$ cat config.mk
export PLATFORM = sky130hd
export DESIGN_NAME = scope_frame_encoder_crc16
export DESIGN_NICKNAME = d
export VERILOG_FILES = /design/src/rtl/sfe_pkg.sv /design/src/rtl/scope_frame_encoder_crc16.sv /design/src/rtl/sfe_front.sv /design/src/rtl/sfe_queue.sv /design/src/rtl/sfe_back.sv
export SDC_FILE = /design/constraint.sdc
export NUM_CORES = 1
export LEC_CHECK = 0
export ABC_CLOCK_PERIOD_IN_PS = 9000
export BUFFER_PORTS_ARGS = -buffer_cell sky130_fd_sc_hd__buf_2
export CORE_UTILIZATION = 60
export CTS_CLUSTER_DIAMETER = 40
export DETAILED_ROUTE_END_ITERATION = 7
export HOLD_SLACK_MARGIN = 0.03
export PLACE_DENSITY = 0.83
export RECOVER_POWER = 50
export SETUP_SLACK_MARGIN = 0.1
export SYNTH_ARGS = -nofsm -noshare
export SYNTH_HDL_FRONTEND = slang
export SYNTH_SLANG_ARGS = --single-unit
$ cat constraint.sdc
create_clock -name clk -period 9 [get_ports clk]
set_input_delay 0.45 -clock clk [delete_from_list [all_inputs] [get_ports clk]]
set_output_delay 0.45 -clock clk [all_outputs]
set_load 0.1 [all_outputs]
$ cat src/rtl/sfe_pkg.sv
// ----------------------------------------------------------------------------
// sfe_pkg
// Shared constants, types and functions for the scope frame encoder.
// ----------------------------------------------------------------------------
`default_nettype none

package sfe_pkg;

  // Sample saturation limits (the most negative 16-bit code is never produced).
  localparam logic signed [31:0] SAMPLE_MAX = 32'sd32767;
  localparam logic signed [31:0] SAMPLE_MIN = -32'sd32767;

  // Reflected CRC-16 settings.
  localparam logic [15:0] CRC_INIT = 16'hFFFF;
  localparam logic [15:0] CRC_POLY = 16'hA001;

  // Frame layout: eight data bytes, then CRC low and CRC high.
  localparam int          FRAME_LEN  = 10;
  localparam int          DATA_LEN   = 8;
  localparam int          IDX_W      = 4;
  localparam logic [3:0]  IDX_FIRST  = 4'd0;
  localparam logic [3:0]  IDX_CRC_LO = 4'd8;
  localparam logic [3:0]  IDX_CRC_HI = 4'd9;

  // Default depth of the queue between front and back.
  localparam int          QUEUE_DEPTH = 2;

  // Four clamped 16-bit words, sample_a in the lowest bits.
  typedef logic [63:0] frame_words_t;

  // Write side of the queue, driven by the front.
  typedef struct packed {
    logic         valid;
    frame_words_t words;
  } q_wr_t;

  // Read side of the queue, seen by the back.
  typedef struct packed {
    logic         valid;
    frame_words_t words;
  } q_rd_t;

  // Saturate a 32-bit signed sample to -32767..32767 and return its 16 bits.
  function automatic logic [15:0] clamp_word(input logic signed [31:0] s);
    logic signed [31:0] v;
    v = s;
    if (s > SAMPLE_MAX) begin
      v = SAMPLE_MAX;
    end else if (s < SAMPLE_MIN) begin
      v = SAMPLE_MIN;
    end
    return v[15:0];
  endfunction

  // One byte through the reflected CRC-16, LSB first.
  function automatic logic [15:0] crc_byte(input logic [15:0] crc, input logic [7:0] b);
    logic [15:0] c;
    c = crc ^ {8'h00, b};
    for (int i = 0; i < 8; i++) begin
      if (c[0]) begin
        c = (c >> 1) ^ CRC_POLY;
      end else begin
        c = c >> 1;
      end
    end
    return c;
  endfunction

endpackage

`default_nettype wire

$ cat src/rtl/scope_frame_encoder_crc16.sv
// ----------------------------------------------------------------------------
// scope_frame_encoder_crc16
// Four-channel sample framer with a reflected CRC-16 trailer.
// ----------------------------------------------------------------------------
// Usage:
//   The input channel takes one item of four signed 32-bit samples. Each
//   sample is saturated to -32767..32767 and packed as a little-endian
//   16-bit word. The output channel sends ten bytes per item: eight data
//   bytes, then CRC low and CRC high (poly 0xA001, init 0xFFFF, no final
//   XOR). out_tlast is high on the CRC high byte.
//   The first byte passes through the queue, the frame register of the
//   back and the output register. Throughput: one byte per cycle while
//   out_tready is high, set by the byte-wide output register; frames follow
//   each other with no gap. A queue of QUEUE_DEPTH items sits between the
//   input and the byte serializer, so new items are taken while a frame is
//   being sent. When the receiver stalls, the current byte holds and the
//   queue fills; in_tready drops only when the queue is full.
//   Reset (synchronous, active low) empties the queue and drops out_tvalid.
// ----------------------------------------------------------------------------
`default_nettype none

module scope_frame_encoder_crc16 #(
  parameter int QUEUE_DEPTH = sfe_pkg::QUEUE_DEPTH
) (
  input  wire logic          clk,
  input  wire logic          rst_n,
  input  wire logic          in_tvalid,
  output logic               in_tready,
  input  wire logic [127:0]  in_tdata,   // sample_a[31:0], sample_b, sample_c, sample_d
  output logic               out_tvalid,
  input  wire logic          out_tready,
  output logic [7:0]         out_tdata,  // frame_byte[7:0]
  output logic               out_tlast   // frame_end
);

  sfe_pkg::q_wr_t q_wr;
  sfe_pkg::q_rd_t q_rd;
  logic           q_full;
  logic           q_pop;

  sfe_front u_front (
    .in_tvalid (in_tvalid),
    .in_tready (in_tready),
    .in_tdata  (in_tdata),
    .q_full    (q_full),
    .q_wr      (q_wr)
  );

  sfe_queue #(
    .DEPTH (QUEUE_DEPTH)
  ) u_queue (
    .clk    (clk),
    .rst_n  (rst_n),
    .q_wr   (q_wr),
    .q_full (q_full),
    .q_rd   (q_rd),
    .q_pop  (q_pop)
  );

  sfe_back u_back (
    .clk        (clk),
    .rst_n      (rst_n),
    .q_rd       (q_rd),
    .q_pop      (q_pop),
    .out_tvalid (out_tvalid),
    .out_tready (out_tready),
    .out_tdata  (out_tdata),
    .out_tlast  (out_tlast)
  );

endmodule

`default_nettype wire

$ cat src/rtl/sfe_front.sv
// ----------------------------------------------------------------------------
// sfe_front
// Accepts sample items, saturates each channel and pushes the packed
// words into the queue.
// ----------------------------------------------------------------------------
`default_nettype none

module sfe_front (
  input  wire logic           in_tvalid,
  output logic                in_tready,
  input  wire logic [127:0]   in_tdata,
  input  wire logic           q_full,
  output sfe_pkg::q_wr_t      q_wr
);

  logic signed [31:0] sample_a;
  logic signed [31:0] sample_b;
  logic signed [31:0] sample_c;
  logic signed [31:0] sample_d;

  // Split the input item into its four channels.
  assign sample_a = in_tdata[31:0];
  assign sample_b = in_tdata[63:32];
  assign sample_c = in_tdata[95:64];
  assign sample_d = in_tdata[127:96];

  // An item is taken whenever the queue has room.
  assign in_tready = !q_full;

  // Saturate and pack little-endian, sample_a in the lowest word.
  always_comb begin
    q_wr.valid = in_tvalid && !q_full;
    q_wr.words = {sfe_pkg::clamp_word(sample_d), sfe_pkg::clamp_word(sample_c),
                  sfe_pkg::clamp_word(sample_b), sfe_pkg::clamp_word(sample_a)};
  end

endmodule

`default_nettype wire

$ cat src/rtl/sfe_queue.sv
// ----------------------------------------------------------------------------
// sfe_queue
// Small register queue that decouples the front from the back.
// ----------------------------------------------------------------------------
`default_nettype none

module sfe_queue #(
  parameter int DEPTH = sfe_pkg::QUEUE_DEPTH
) (
  input  wire logic            clk,
  input  wire logic            rst_n,
  input  wire sfe_pkg::q_wr_t  q_wr,
  output logic                 q_full,
  output sfe_pkg::q_rd_t       q_rd,
  input  wire logic            q_pop
);

  localparam int PTR_W = (DEPTH > 1) ? $clog2(DEPTH) : 1;
  localparam int CNT_W = $clog2(DEPTH + 1);

  sfe_pkg::frame_words_t mem_r [DEPTH];
  logic [PTR_W-1:0]      wr_ptr_r, wr_ptr_nxt;
  logic [PTR_W-1:0]      rd_ptr_r, rd_ptr_nxt;
  logic [CNT_W-1:0]      count_r, count_nxt;
  logic                  do_push;
  logic                  do_pop;

  assign q_full   = (count_r == CNT_W'(DEPTH));
  assign q_rd.valid = (count_r != '0);
  assign q_rd.words = mem_r[rd_ptr_r];

  assign do_push = q_wr.valid && !q_full;
  assign do_pop  = q_pop && q_rd.valid;

  // Pointer and fill-count update with explicit wrap.
  always_comb begin
    wr_ptr_nxt = wr_ptr_r;
    rd_ptr_nxt = rd_ptr_r;
    count_nxt  = count_r;
    if (do_push) begin
      wr_ptr_nxt = (wr_ptr_r == PTR_W'(DEPTH - 1)) ? '0 : wr_ptr_r + 1'b1;
    end
    if (do_pop) begin
      rd_ptr_nxt = (rd_ptr_r == PTR_W'(DEPTH - 1)) ? '0 : rd_ptr_r + 1'b1;
    end
    if (do_push && !do_pop) begin
      count_nxt = count_r + 1'b1;
    end else if (do_pop && !do_push) begin
      count_nxt = count_r - 1'b1;
    end
  end

  always_ff @(posedge clk) begin
    if (!rst_n) begin
      wr_ptr_r <= '0;
      rd_ptr_r <= '0;
      count_r  <= '0;
    end else begin
      wr_ptr_r <= wr_ptr_nxt;
      rd_ptr_r <= rd_ptr_nxt;
      count_r  <= count_nxt;
    end
  end

  // Storage needs no reset; entries are only read after being written.
  always_ff @(posedge clk) begin
    if (do_push) begin
      mem_r[wr_ptr_r] <= q_wr.words;
    end
  end

endmodule

`default_nettype wire

$ cat src/rtl/sfe_back.sv
// ----------------------------------------------------------------------------
// sfe_back
// Serializes one queued frame into ten bytes, folding each data byte
// into the CRC as it goes out, and appends the CRC.
// ----------------------------------------------------------------------------
`default_nettype none

module sfe_back (
  input  wire logic            clk,
  input  wire logic            rst_n,
  input  wire sfe_pkg::q_rd_t  q_rd,
  output logic                 q_pop,
  output logic                 out_tvalid,
  input  wire logic            out_tready,
  output logic [7:0]           out_tdata,
  output logic                 out_tlast
);

  localparam int IW = sfe_pkg::IDX_W;

  logic                  active_r, active_nxt;
  logic [IW-1:0]         idx_r, idx_nxt;
  logic [15:0]           crc_r, crc_nxt;
  sfe_pkg::frame_words_t words_r, words_nxt;
  logic                  out_valid_r, out_valid_nxt;
  logic [7:0]            out_data_r, out_data_nxt;
  logic                  out_last_r, out_last_nxt;
  logic                  load_ok;
  logic                  emit;
  logic                  at_end;
  logic [7:0]            cur_byte;

  assign load_ok = !out_valid_r || out_tready;
  assign emit    = active_r && load_ok;
  assign at_end  = (idx_r == sfe_pkg::IDX_CRC_HI);
  assign q_pop   = q_rd.valid && (!active_r || (emit && at_end));

  // Pick the byte for the current frame position.
  always_comb begin
    if (idx_r == sfe_pkg::IDX_CRC_LO) begin
      cur_byte = crc_r[7:0];
    end else if (at_end) begin
      cur_byte = crc_r[15:8];
    end else begin
      cur_byte = words_r[{idx_r[2:0], 3'b000} +: 8];
    end
  end

  // Sequencer over the ten frame positions plus the output register.
  always_comb begin
    active_nxt    = active_r;
    idx_nxt       = idx_r;
    crc_nxt       = crc_r;
    words_nxt     = words_r;
    out_valid_nxt = out_valid_r;
    out_data_nxt  = out_data_r;
    out_last_nxt  = out_last_r;

    if (emit) begin
      out_valid_nxt = 1'b1;
      out_data_nxt  = cur_byte;
      out_last_nxt  = at_end;
      if (at_end) begin
        active_nxt = 1'b0;
        idx_nxt    = sfe_pkg::IDX_FIRST;
      end else begin
        idx_nxt = idx_r + 1'b1;
      end
      if (idx_r < sfe_pkg::IDX_CRC_LO) begin
        crc_nxt = sfe_pkg::crc_byte(crc_r, cur_byte);
      end
    end else if (load_ok) begin
      out_valid_nxt = 1'b0;
    end

    // Load the next frame when idle or right behind the last byte of this one.
    if (q_pop) begin
      active_nxt = 1'b1;
      idx_nxt    = sfe_pkg::IDX_FIRST;
      crc_nxt    = sfe_pkg::CRC_INIT;
      words_nxt  = q_rd.words;
    end
  end

  always_ff @(posedge clk) begin
    if (!rst_n) begin
      active_r    <= 1'b0;
      idx_r       <= sfe_pkg::IDX_FIRST;
      out_valid_r <= 1'b0;
    end else begin
      active_r    <= active_nxt;
      idx_r       <= idx_nxt;
      out_valid_r <= out_valid_nxt;
    end
  end

  always_ff @(posedge clk) begin
    crc_r      <= crc_nxt;
    words_r    <= words_nxt;
    out_data_r <= out_data_nxt;
    out_last_r <= out_last_nxt;
  end

  assign out_tvalid = out_valid_r;
  assign out_tdata  = out_data_r;
  assign out_tlast  = out_last_r;

endmodule

`default_nettype wire

==> results.json, run 1 <==
{
  "cp.depth": 4,
  "min-delay-path-class": "in2reg",
  "synth_mux_area_frac": 0.106,
  "areaGrowthSynthToFinish_pct": 17.4,
  "final_core_utilization": 0.729,
  "power-per-cell-area_nw_per_um2": 327,
  "post_cts_buffers": 0,
  "comb_power_share": 0.301,
  "rows": 46,
  "ir_drop_mv": 0.248,
  "gp_congestion": 0.859,
  "tritoncts_clock_tree": "done",
  "dominant_cell_type_by_area_after_synthesis": "sky130_fd_sc_hd__edfxtp_1",
  "clock_power_share": 0.272,
  "worst_clock_skew_ns": 0.0124,
  "synth_fa_ha_area_frac": 0.00126,
  "finalSetupViolations": 0,
  "syn_nets": 845,
  "worst_setup_path_start_kind": "register",
  "worstSetupEndpointType": "register",
  "rsz0062_at_grt": "no",
  "netlist_instances": 712,
  "min_path_cells": 2,
  "syn_area_um2": 9940,
  "insertion_delay_to_the_later_sink_of_the_worst_skew_pair_ns": 0.53,
  "synth-simple-area-share": 0.118,
  "synth.cells.most_frequent": "201 x sky130_fd_sc_hd__edfxtp_1, 76 x sky130_fd_sc_hd__nor2_1, 68 x sky130_fd_sc_hd__mux2_2, 48 x sky130_fd_sc_hd__nand2_1, 32 x sky130_fd_sc_hd__nor4_1",
  "crit_fanout": 65,
  "main_flop_type_after_synthesis": "sky130_fd_sc_hd__edfxtp_1",
  "yosysMostFrequentCell": "sky130_fd_sc_hd__edfxtp_1",
  "clockBufferDepth": 3,
  "ff2ff_path_depth": 4,
  "core-area_um2": 16000,
  "share_seq_of_total_power": 0.427,
  "internal_power_summed_over_all_cells_w": 0.00259,
  "detailed_place_hpwl_mm": 14.2,
  "synth_xor_xnor_area_share": 0.0209,
  "final.min_clock_period_ns": 3.99,
  "wirelength_mm": 20.7,
  "num_vias": 6469,
  "cp_slowest_cell": "sky130_fd_sc_hd__clkbuf_1",
  "gr-usage-all-layers": 0.251,
  "ys_warn_count": 0,
  "cellLeakagePower_nw": 4.21,
  "yosys_register_bits": 227,
  "beginning_of_the_worst_register_to_register_path": "u_queue.count_r[0]$_SDFFE_PN0P_",
  "critical_path.top_delay_family": "buffers and inverters",
  "largest_net_degree_at_the_start_of_global_routing": 66,
  "synth_top_family_by_area": "simple AND/OR/NAND/NOR gates",
  "postSynthAreaPerCell_um2": 14.0,
  "max_freq_ghz": 0.251,
  "design.die.area_um2": 17100,
  "cts_root_buf": "sky130_fd_sc_hd__clkbuf_16",
  "pin_count": 143,
  "initial_utilization": 0.621,
  "grt-ovfl-total": 0,
  "detailedRoute.firstIterationViolations": 396,
  "synth_top_area_share": 0.607,
  "crit_arrival_ns": 4.03,
  "path_buf_inv": 1,
  "first_global_vias": 6255,
  "die_w_um": 131,
  "hold_violations": 0,
  "antenna_found_initial": 0,
  "remaining_design_rule_violation_count": 0,
  "buffer_ports.inserted": 142,
  "cts-hold-fix-buffers": 0,
  "synth_compound_area_frac": 0.0749,
  "endpoint": "u_queue.mem_r[0][30]$_DFFE_PP_",
  "cts_resized": 0,
  "sw_frac_of_total": 0.322,
  "totalNegativeSetupSlack_ns": 0,
  "timing.setup.critical_path_class": "reg2reg",
  "htreeDepth": 1,
  "floorplan.die.height_um": 131,
  "r2r_setup_slack_ns": 5.01,
  "async_reset_ff_frac": 0,
  "fin_nets": 988,
  "first_pass_grt_wire_length_mm": 32.3,
  "worst_slew_pin_slew_ns": 3.73,
  "worstSetupStartpoint": "u_queue.count_r[0]$_SDFFE_PN0P_",
  "insertedDiodeCount": 0,
  "cts_buffer_count": 27,
  "outcome": "finished, violations left",
  "slowest_delay_ns": 2.58,
  "worstPathCellList": "nand2b_1, nand2_1, nor2_4, clkbuf_1",
  "maxCapViolCount": 3,
  "final_antenna_net_count": 0,
  "cts_sinks": 227,
  "number_of_vias_per_cell_after_detailed_routing": 5.92,
  "route.detailed.wl_per_inst_um": 19.0,
  "failing_checks": "capacitance limit, slew limit",
  "post-route-period-util": 0.443,
  "synth_edf_count": 201,
  "final.fill_count": 1032,
  "slew_headroom": -1.49,
  "drive_above_1_share": 0.287,
  "worst_setup_hold_path_clk_slew_ns": 0.06,
  "regToRegEndpoint": "u_queue.mem_r[0][30]$_DFFE_PP_",
  "slew_limit_fails": 197,
  "count_of_different_cell_masters_after_synthesis": 64,
  "switchingPower_w": 0.00123,
  "crit_required_ns": 9.04,
  "ys_seq_area_frac": 0.660,
  "synth_top_cells_by_area": "sky130_fd_sc_hd__edfxtp_1 61%, sky130_fd_sc_hd__mux2_2 7.7%, sky130_fd_sc_hd__dfxtp_1 5.2%",
  "drtPass1Iterations": 5
}
power groups by stage:
stage	Combinational, W	Clock [W]	Sequential [W]
floorplan	0.000813	0	0.00168
global placement	0.00111	0	0.00163
detailed placement	0.00115	0	0.00164
CTS	0.00116	0.00105	0.00162
global route	0.00125	0.00109	0.00165
finish	0.00115	0.00104	0.00163
final cells by class:
cell class / count / area (µm²) / share of cell area
clock buffer: 34 / 712 / 0.0610
clock inverter: 16 / 156 / 0.0134
inverter: 9 / 33.8 / 0.00290
multi-input combinational: 440 / 3200 / 0.274
sequential: 227 / 6560 / 0.562
tap: 216 / 270 / 0.0232
timing repair buffer: 150 / 736 / 0.0631
worst reg2reg max path: cells and delay by family (launching register included):
| family | cells | cell delay (ns) |
|---|---|---|
| flops | 1 | 0.42 |
| buf+inv | 1 | 2.58 |
| simple gates | 3 | 0.40 |
routing by layer:
layer | up-vias | global-route usage | part of all wire
met3 | 40 | 0.0415 | 0.052
met2 | 246 | 0.445 | 0.53
met1 | 3157 | 0.322 | 0.40
li1 | 3026 | - | -
met4 | 0 | 0.0656 | 0.022
met5 | - | 0 | 0
how the worst min path moves through the flow:
stage,start,to,slack [ns]
after floorplan,u_back.active_r$_SDFFE_PN0P_,u_back.out_tvalid$_SDFFE_PN0P_,0.45
final,rst_n,u_queue.wr_ptr_r$_SDFFE_PN0P_,0.21
after global routing,rst_n,u_queue.wr_ptr_r$_SDFFE_PN0P_,0.22
after CTS,in_tdata[95],u_queue.mem_r[1][47]$_DFFE_PP_,0.13
after global placement,u_back.active_r$_SDFFE_PN0P_,u_back.out_tvalid$_SDFFE_PN0P_,0.46
after detailed placement,u_back.active_r$_SDFFE_PN0P_,u_back.out_tvalid$_SDFFE_PN0P_,0.50
per-stage QoR:
step / cell area (µm²) / hold WS (ns) / cells / worst slack, ns / power, W
after detailed placement: 10800 / 0.497 / 1042 / 5.30 / 0.00278
after global routing: 11700 / 0.215 / 1092 / 4.65 / 0.00399
after CTS: 11700 / 0.134 / 1092 / 5.26 / 0.00383
after global placement: 10800 / 0.460 / 1042 / 5.46 / 0.00274
final: 11700 / 0.214 / 1092 / 5.01 / 0.00381
after floorplan: 9940 / 0.449 / 712 / 4.37 / 0.00249
sequential cells by signal, indices dropped and copies added (netlist names), 2 cells and up:
signal and cells:
u_back.out_tdata 8, u_queue.mem_r 128, u_back.crc_r 16, u_back.words_r 64
u_queue.count_r 2, u_back.idx_r 4
logic make-up (layout without fill, tap and decap cells):
group,Yosys count,after routing
fa+ha+maj,1,1
xor+xnor,22,22
mux,87,87
simple gates,235,235
compound gates,95,95
flops,227,227
buf+inv,45,209
cell usage in the layout, fill, tap and decap left out, types with 7 or more instances in the layout:
cell type / n
sky130_fd_sc_hd__nand2_1: 48
sky130_fd_sc_hd__or3_1: 7
sky130_fd_sc_hd__xor2_1: 7
sky130_fd_sc_hd__xnor2_1: 14
sky130_fd_sc_hd__dfxtp_1: 26
sky130_fd_sc_hd__clkbuf_16: 27
sky130_fd_sc_hd__nor2_1: 75
sky130_fd_sc_hd__mux2_1: 11
sky130_fd_sc_hd__o211ai_1: 9
sky130_fd_sc_hd__mux4_2: 7
sky130_fd_sc_hd__nor4_1: 32
sky130_fd_sc_hd__edfxtp_1: 201
sky130_fd_sc_hd__buf_2: 123
sky130_fd_sc_hd__o21ai_0: 10
sky130_fd_sc_hd__nor3_1: 13
sky130_fd_sc_hd__clkbuf_1: 28
sky130_fd_sc_hd__nand3_1: 10
sky130_fd_sc_hd__nor2b_1: 8
sky130_fd_sc_hd__mux2_2: 57
sky130_fd_sc_hd__a21o_1: 30
sky130_fd_sc_hd__a21oi_1: 8
sky130_fd_sc_hd__mux2i_1: 11
sky130_fd_sc_hd__nand4_1: 20
No activity file was read; power rests on OpenSTA's default activity.
==> run 2, diff against run 1 <==
Settings changed: ABC_CLOCK_PERIOD_IN_PS 9000 to 3200, CORE_UTILIZATION 60 to 52, PLACE_DENSITY 0.83 to 0.76.
Clock period 9 ns to 3.2 ns, I/O delays scaled along.
==> run 2 against run 1 <==
  * The run still ends with capacitance limit, slew limit left
  * Total power grew to 2.9 times the previous value
  * Core utilization fell by 5.7 points
  * Sequential cell count unchanged
  * Fmax is 35% higher
  * First-iteration DRC count is 31% higher
  * Routed wire length rose by 10%
  * Hold slack lost 0.16 ns
  * Clock power rose to 3.0 times the previous value
  * Clock skew increased by 0.0047 ns
==> results.json, run 2 (same netlist as run 1, synthesis figures left out) <==
{
  "outcome": "finished, violations left",
  "failing_checks": "capacitance limit, slew limit",
  "worstPathCellList": "buf_6, mux4_2, a22oi_4, xnor2_1, a211o_1, nor4_4, xnor2_2, xnor3_2, xnor2_1, o211ai_2",
  "numPlacedInstances": 1078,
  "final_cell_count_no_fill": 1190,
  "first_global_vias": 6788,
  "core-area_um2": 18700,
  "worstSetupEndpointType": "register",
  "initial_utilization": 0.531,
  "totalNegativeSetupSlack_ns": 0,
  "critical_path.top_delay_family": "XOR/XNOR gates",
  "top_regs": "u_queue.mem_r: 128 flops, u_back.words_r: 64 flops, u_back.crc_r: 16 flops",
  "cts_sinks": 227,
  "crit_fanout": 12,
  "hold_violations": 0,
  "wirelength_mm": 22.9,
  "slowest_delay_ns": 0.56,
  "rows": 50,
  "post-route-period-util": 0.926,
  "whs_endpoint": "u_queue.mem_r[0][36]$_DFFE_PP_",
  "crit_required_ns": 3.60,
  "mostFrequentLayoutCells": "201 x sky130_fd_sc_hd__edfxtp_1, 125 x sky130_fd_sc_hd__buf_2, 75 x sky130_fd_sc_hd__nor2_1",
  "slew_headroom": -0.204,
  "first_pass_grt_wire_length_mm": 35.8,
  "grt-ovfl-total": 0,
  "design.die.area_um2": 19700,
  "finalSetupViolations": 0,
  "die_w_um": 140,
  "final_antenna_net_count": 0,
  "worst_slew_pin_slew_ns": 1.81,
  "tritoncts_clock_tree": "done",
  "drive_above_1_share": 0.306,
  "power-per-cell-area_nw_per_um2": 885,
  "min_path_cells": 3,
  "crit_arrival_ns": 3.36,
  "insertion_delay_to_the_later_sink_of_the_worst_skew_pair_ns": 0.54,
  "worst_setup_hold_path_clk_slew_ns": 0.06,
  "crit_path_frequent_cell": "sky130_fd_sc_hd__xnor2_1",
  "worst_setup_path_start_kind": "register",
  "fin_nets": 1066,
  "cts_buffer_count": 29,
  "gr-usage-all-layers": 0.237,
  "pin_count": 143,
  "register_area_um2": 6560,
  "clockBufferDepth": 3,
  "beginning_of_the_worst_register_to_register_path": "u_back.idx_r[0]$_SDFFE_PP0P_",
  "floorplan.die.height_um": 140,
  "cts_root_buf": "sky130_fd_sc_hd__clkbuf_16",
  "drtPass1Iterations": 6,
  "multiInputGateArea_um2": 3250,
  "insertedDiodeCount": 0,
  "antenna_found_initial": 0,
  "min-delay-path-class": "in2reg",
  "groute.layer.met3.usage": 0.0400,
  "rsz0062_at_grt": "no",
  "largest_register": "u_queue.mem_r",
  "maxCapViolCount": 2,
  "route.detailed.wl_per_inst_um": 19.2,
  "max_freq_ghz": 0.338,
  "largest_reg_flops": 128,
  "detailedRoute.firstIterationViolations": 519,
  "post_cts_buffers": 0,
  "buffer_ports.inserted": 142,
  "areaGrowthSynthToFinish_pct": 26.5,
  "final.fill_count": 1256,
  "grtUsageMet2": 0.402,
  "cp_slowest_cell": "sky130_fd_sc_hd__mux4_2",
  "num_vias": 6762,
  "met1_usage": 0.308,
  "ff2ff_path_depth": 10,
  "slew_limit_fails": 132,
  "final.min_clock_period_ns": 2.96,
  "gp_congestion": 0.898,
  "remaining_design_rule_violation_count": 0,
  "detailed_place_hpwl_mm": 14.3,
  "path_buf_inv": 1,
  "timing.setup.critical_path_class": "reg2reg",
  "hold_path.startpoint": "in_tdata[68]",
  "number_of_vias_per_cell_after_detailed_routing": 5.68,
  "regToRegEndpoint": "u_back.crc_r[0]$_SDFFE_PP1P_",
  "gr-max-usage-layer": "met2",
  "htreeDepth": 1,
  "r2r_setup_slack_ns": 0.24,
  "cellLeakagePower_nw": 4.60,
  "largest_net_degree_at_the_start_of_global_routing": 66,
  "most_common_cell_after_layout_fill_and_taps_aside": "sky130_fd_sc_hd__edfxtp_1",
  "ir_drop_mv": 0.696,
  "worst_clock_skew_ns": 0.0170
}
[run 2: worst register-to-register path: cells and delay by family (launching register included)]
kind / cells / cell delay, ns
mux: 1 / 0.56
buf+inv: 1 / 0.17
simple gates: 1 / 0.32
flops: 1 / 0.35
compound gates: 3 / 0.69
xor+xnor: 4 / 0.74
[run 2: per-layer routing]
layer | up-vias | routed length [µm]
li1 | 3175 | -
met1 | 3271 | 9560
met2 | 258 | 11400
met3 | 58 | 1180
met4 | 0 | 741
met5 | - | 0
[run 2: worst max path at each step]
stage / start / end / slack (ns) / depth (start not counted)
after floorplan: u_back.idx_r[1]$_SDFFE_PP0P_ / u_back.words_r[0]$_DFFE_PP_ / 0.07 / 10
after global placement: u_back.idx_r[1]$_SDFFE_PP0P_ / u_back.crc_r[0]$_SDFFE_PP1P_ / 0.12 / 10
after detailed placement: u_back.idx_r[1]$_SDFFE_PP0P_ / u_back.crc_r[0]$_SDFFE_PP1P_ / 0.07 / 10
after CTS: u_back.idx_r[1]$_SDFFE_PP0P_ / u_back.crc_r[0]$_SDFFE_PP1P_ / 0.13 / 10
after global routing: u_back.idx_r[2]$_SDFFE_PP0P_ / u_back.crc_r[0]$_SDFFE_PP1P_ / 0.07 / 11
final: u_back.idx_r[0]$_SDFFE_PP0P_ / u_back.crc_r[0]$_SDFFE_PP1P_ / 0.24 / 10
[run 2: cell type report]
class | count | share of cell area
Multi-Input combinational cell | 440 | 0.259
Clock inverter | 23 | 0.0171
Tap cell | 234 | 0.0233
Timing Repair Buffer | 226 | 0.117
Inverter | 9 | 0.00328
Sequential cell | 227 | 0.522
Clock buffer | 31 | 0.0583
[run 2: timing repair]
action | in CTS | in global routing
endpoints found under the setup margin | 1 | 3
hold endpoints to repair | 118 | 0
gates resized for setup | 1 | 14
hold buffers | 58 | 0
pin swaps | 0 | 3
[run 2: power by group]
group	switching, W	internal, W
Sequential	0.000384	0.00417
Combinational	0.00199	0.00147
Clock	0.00126	0.00185
[run 2: through the flow]
| step | utilization | setup WS (ns) | power [W] | hold WS, ns | cell area (µm²) |
|---|---|---|---|---|---|
| after CTS | 0.672 | 0.127 | 0.0111 | 0.0368 | 12600 |
| after global placement | 0.590 | 0.115 | 0.00786 | 0.386 | 11000 |
| after floorplan | - | 0.0737 | 0.00697 | 0.277 | 9950 |
| after detailed placement | 0.590 | 0.0721 | 0.00793 | 0.392 | 11000 |
| final | 0.672 | 0.238 | 0.0111 | 0.0563 | 12600 |
| after global routing | 0.672 | 0.0662 | 0.0116 | 0.0678 | 12600 |
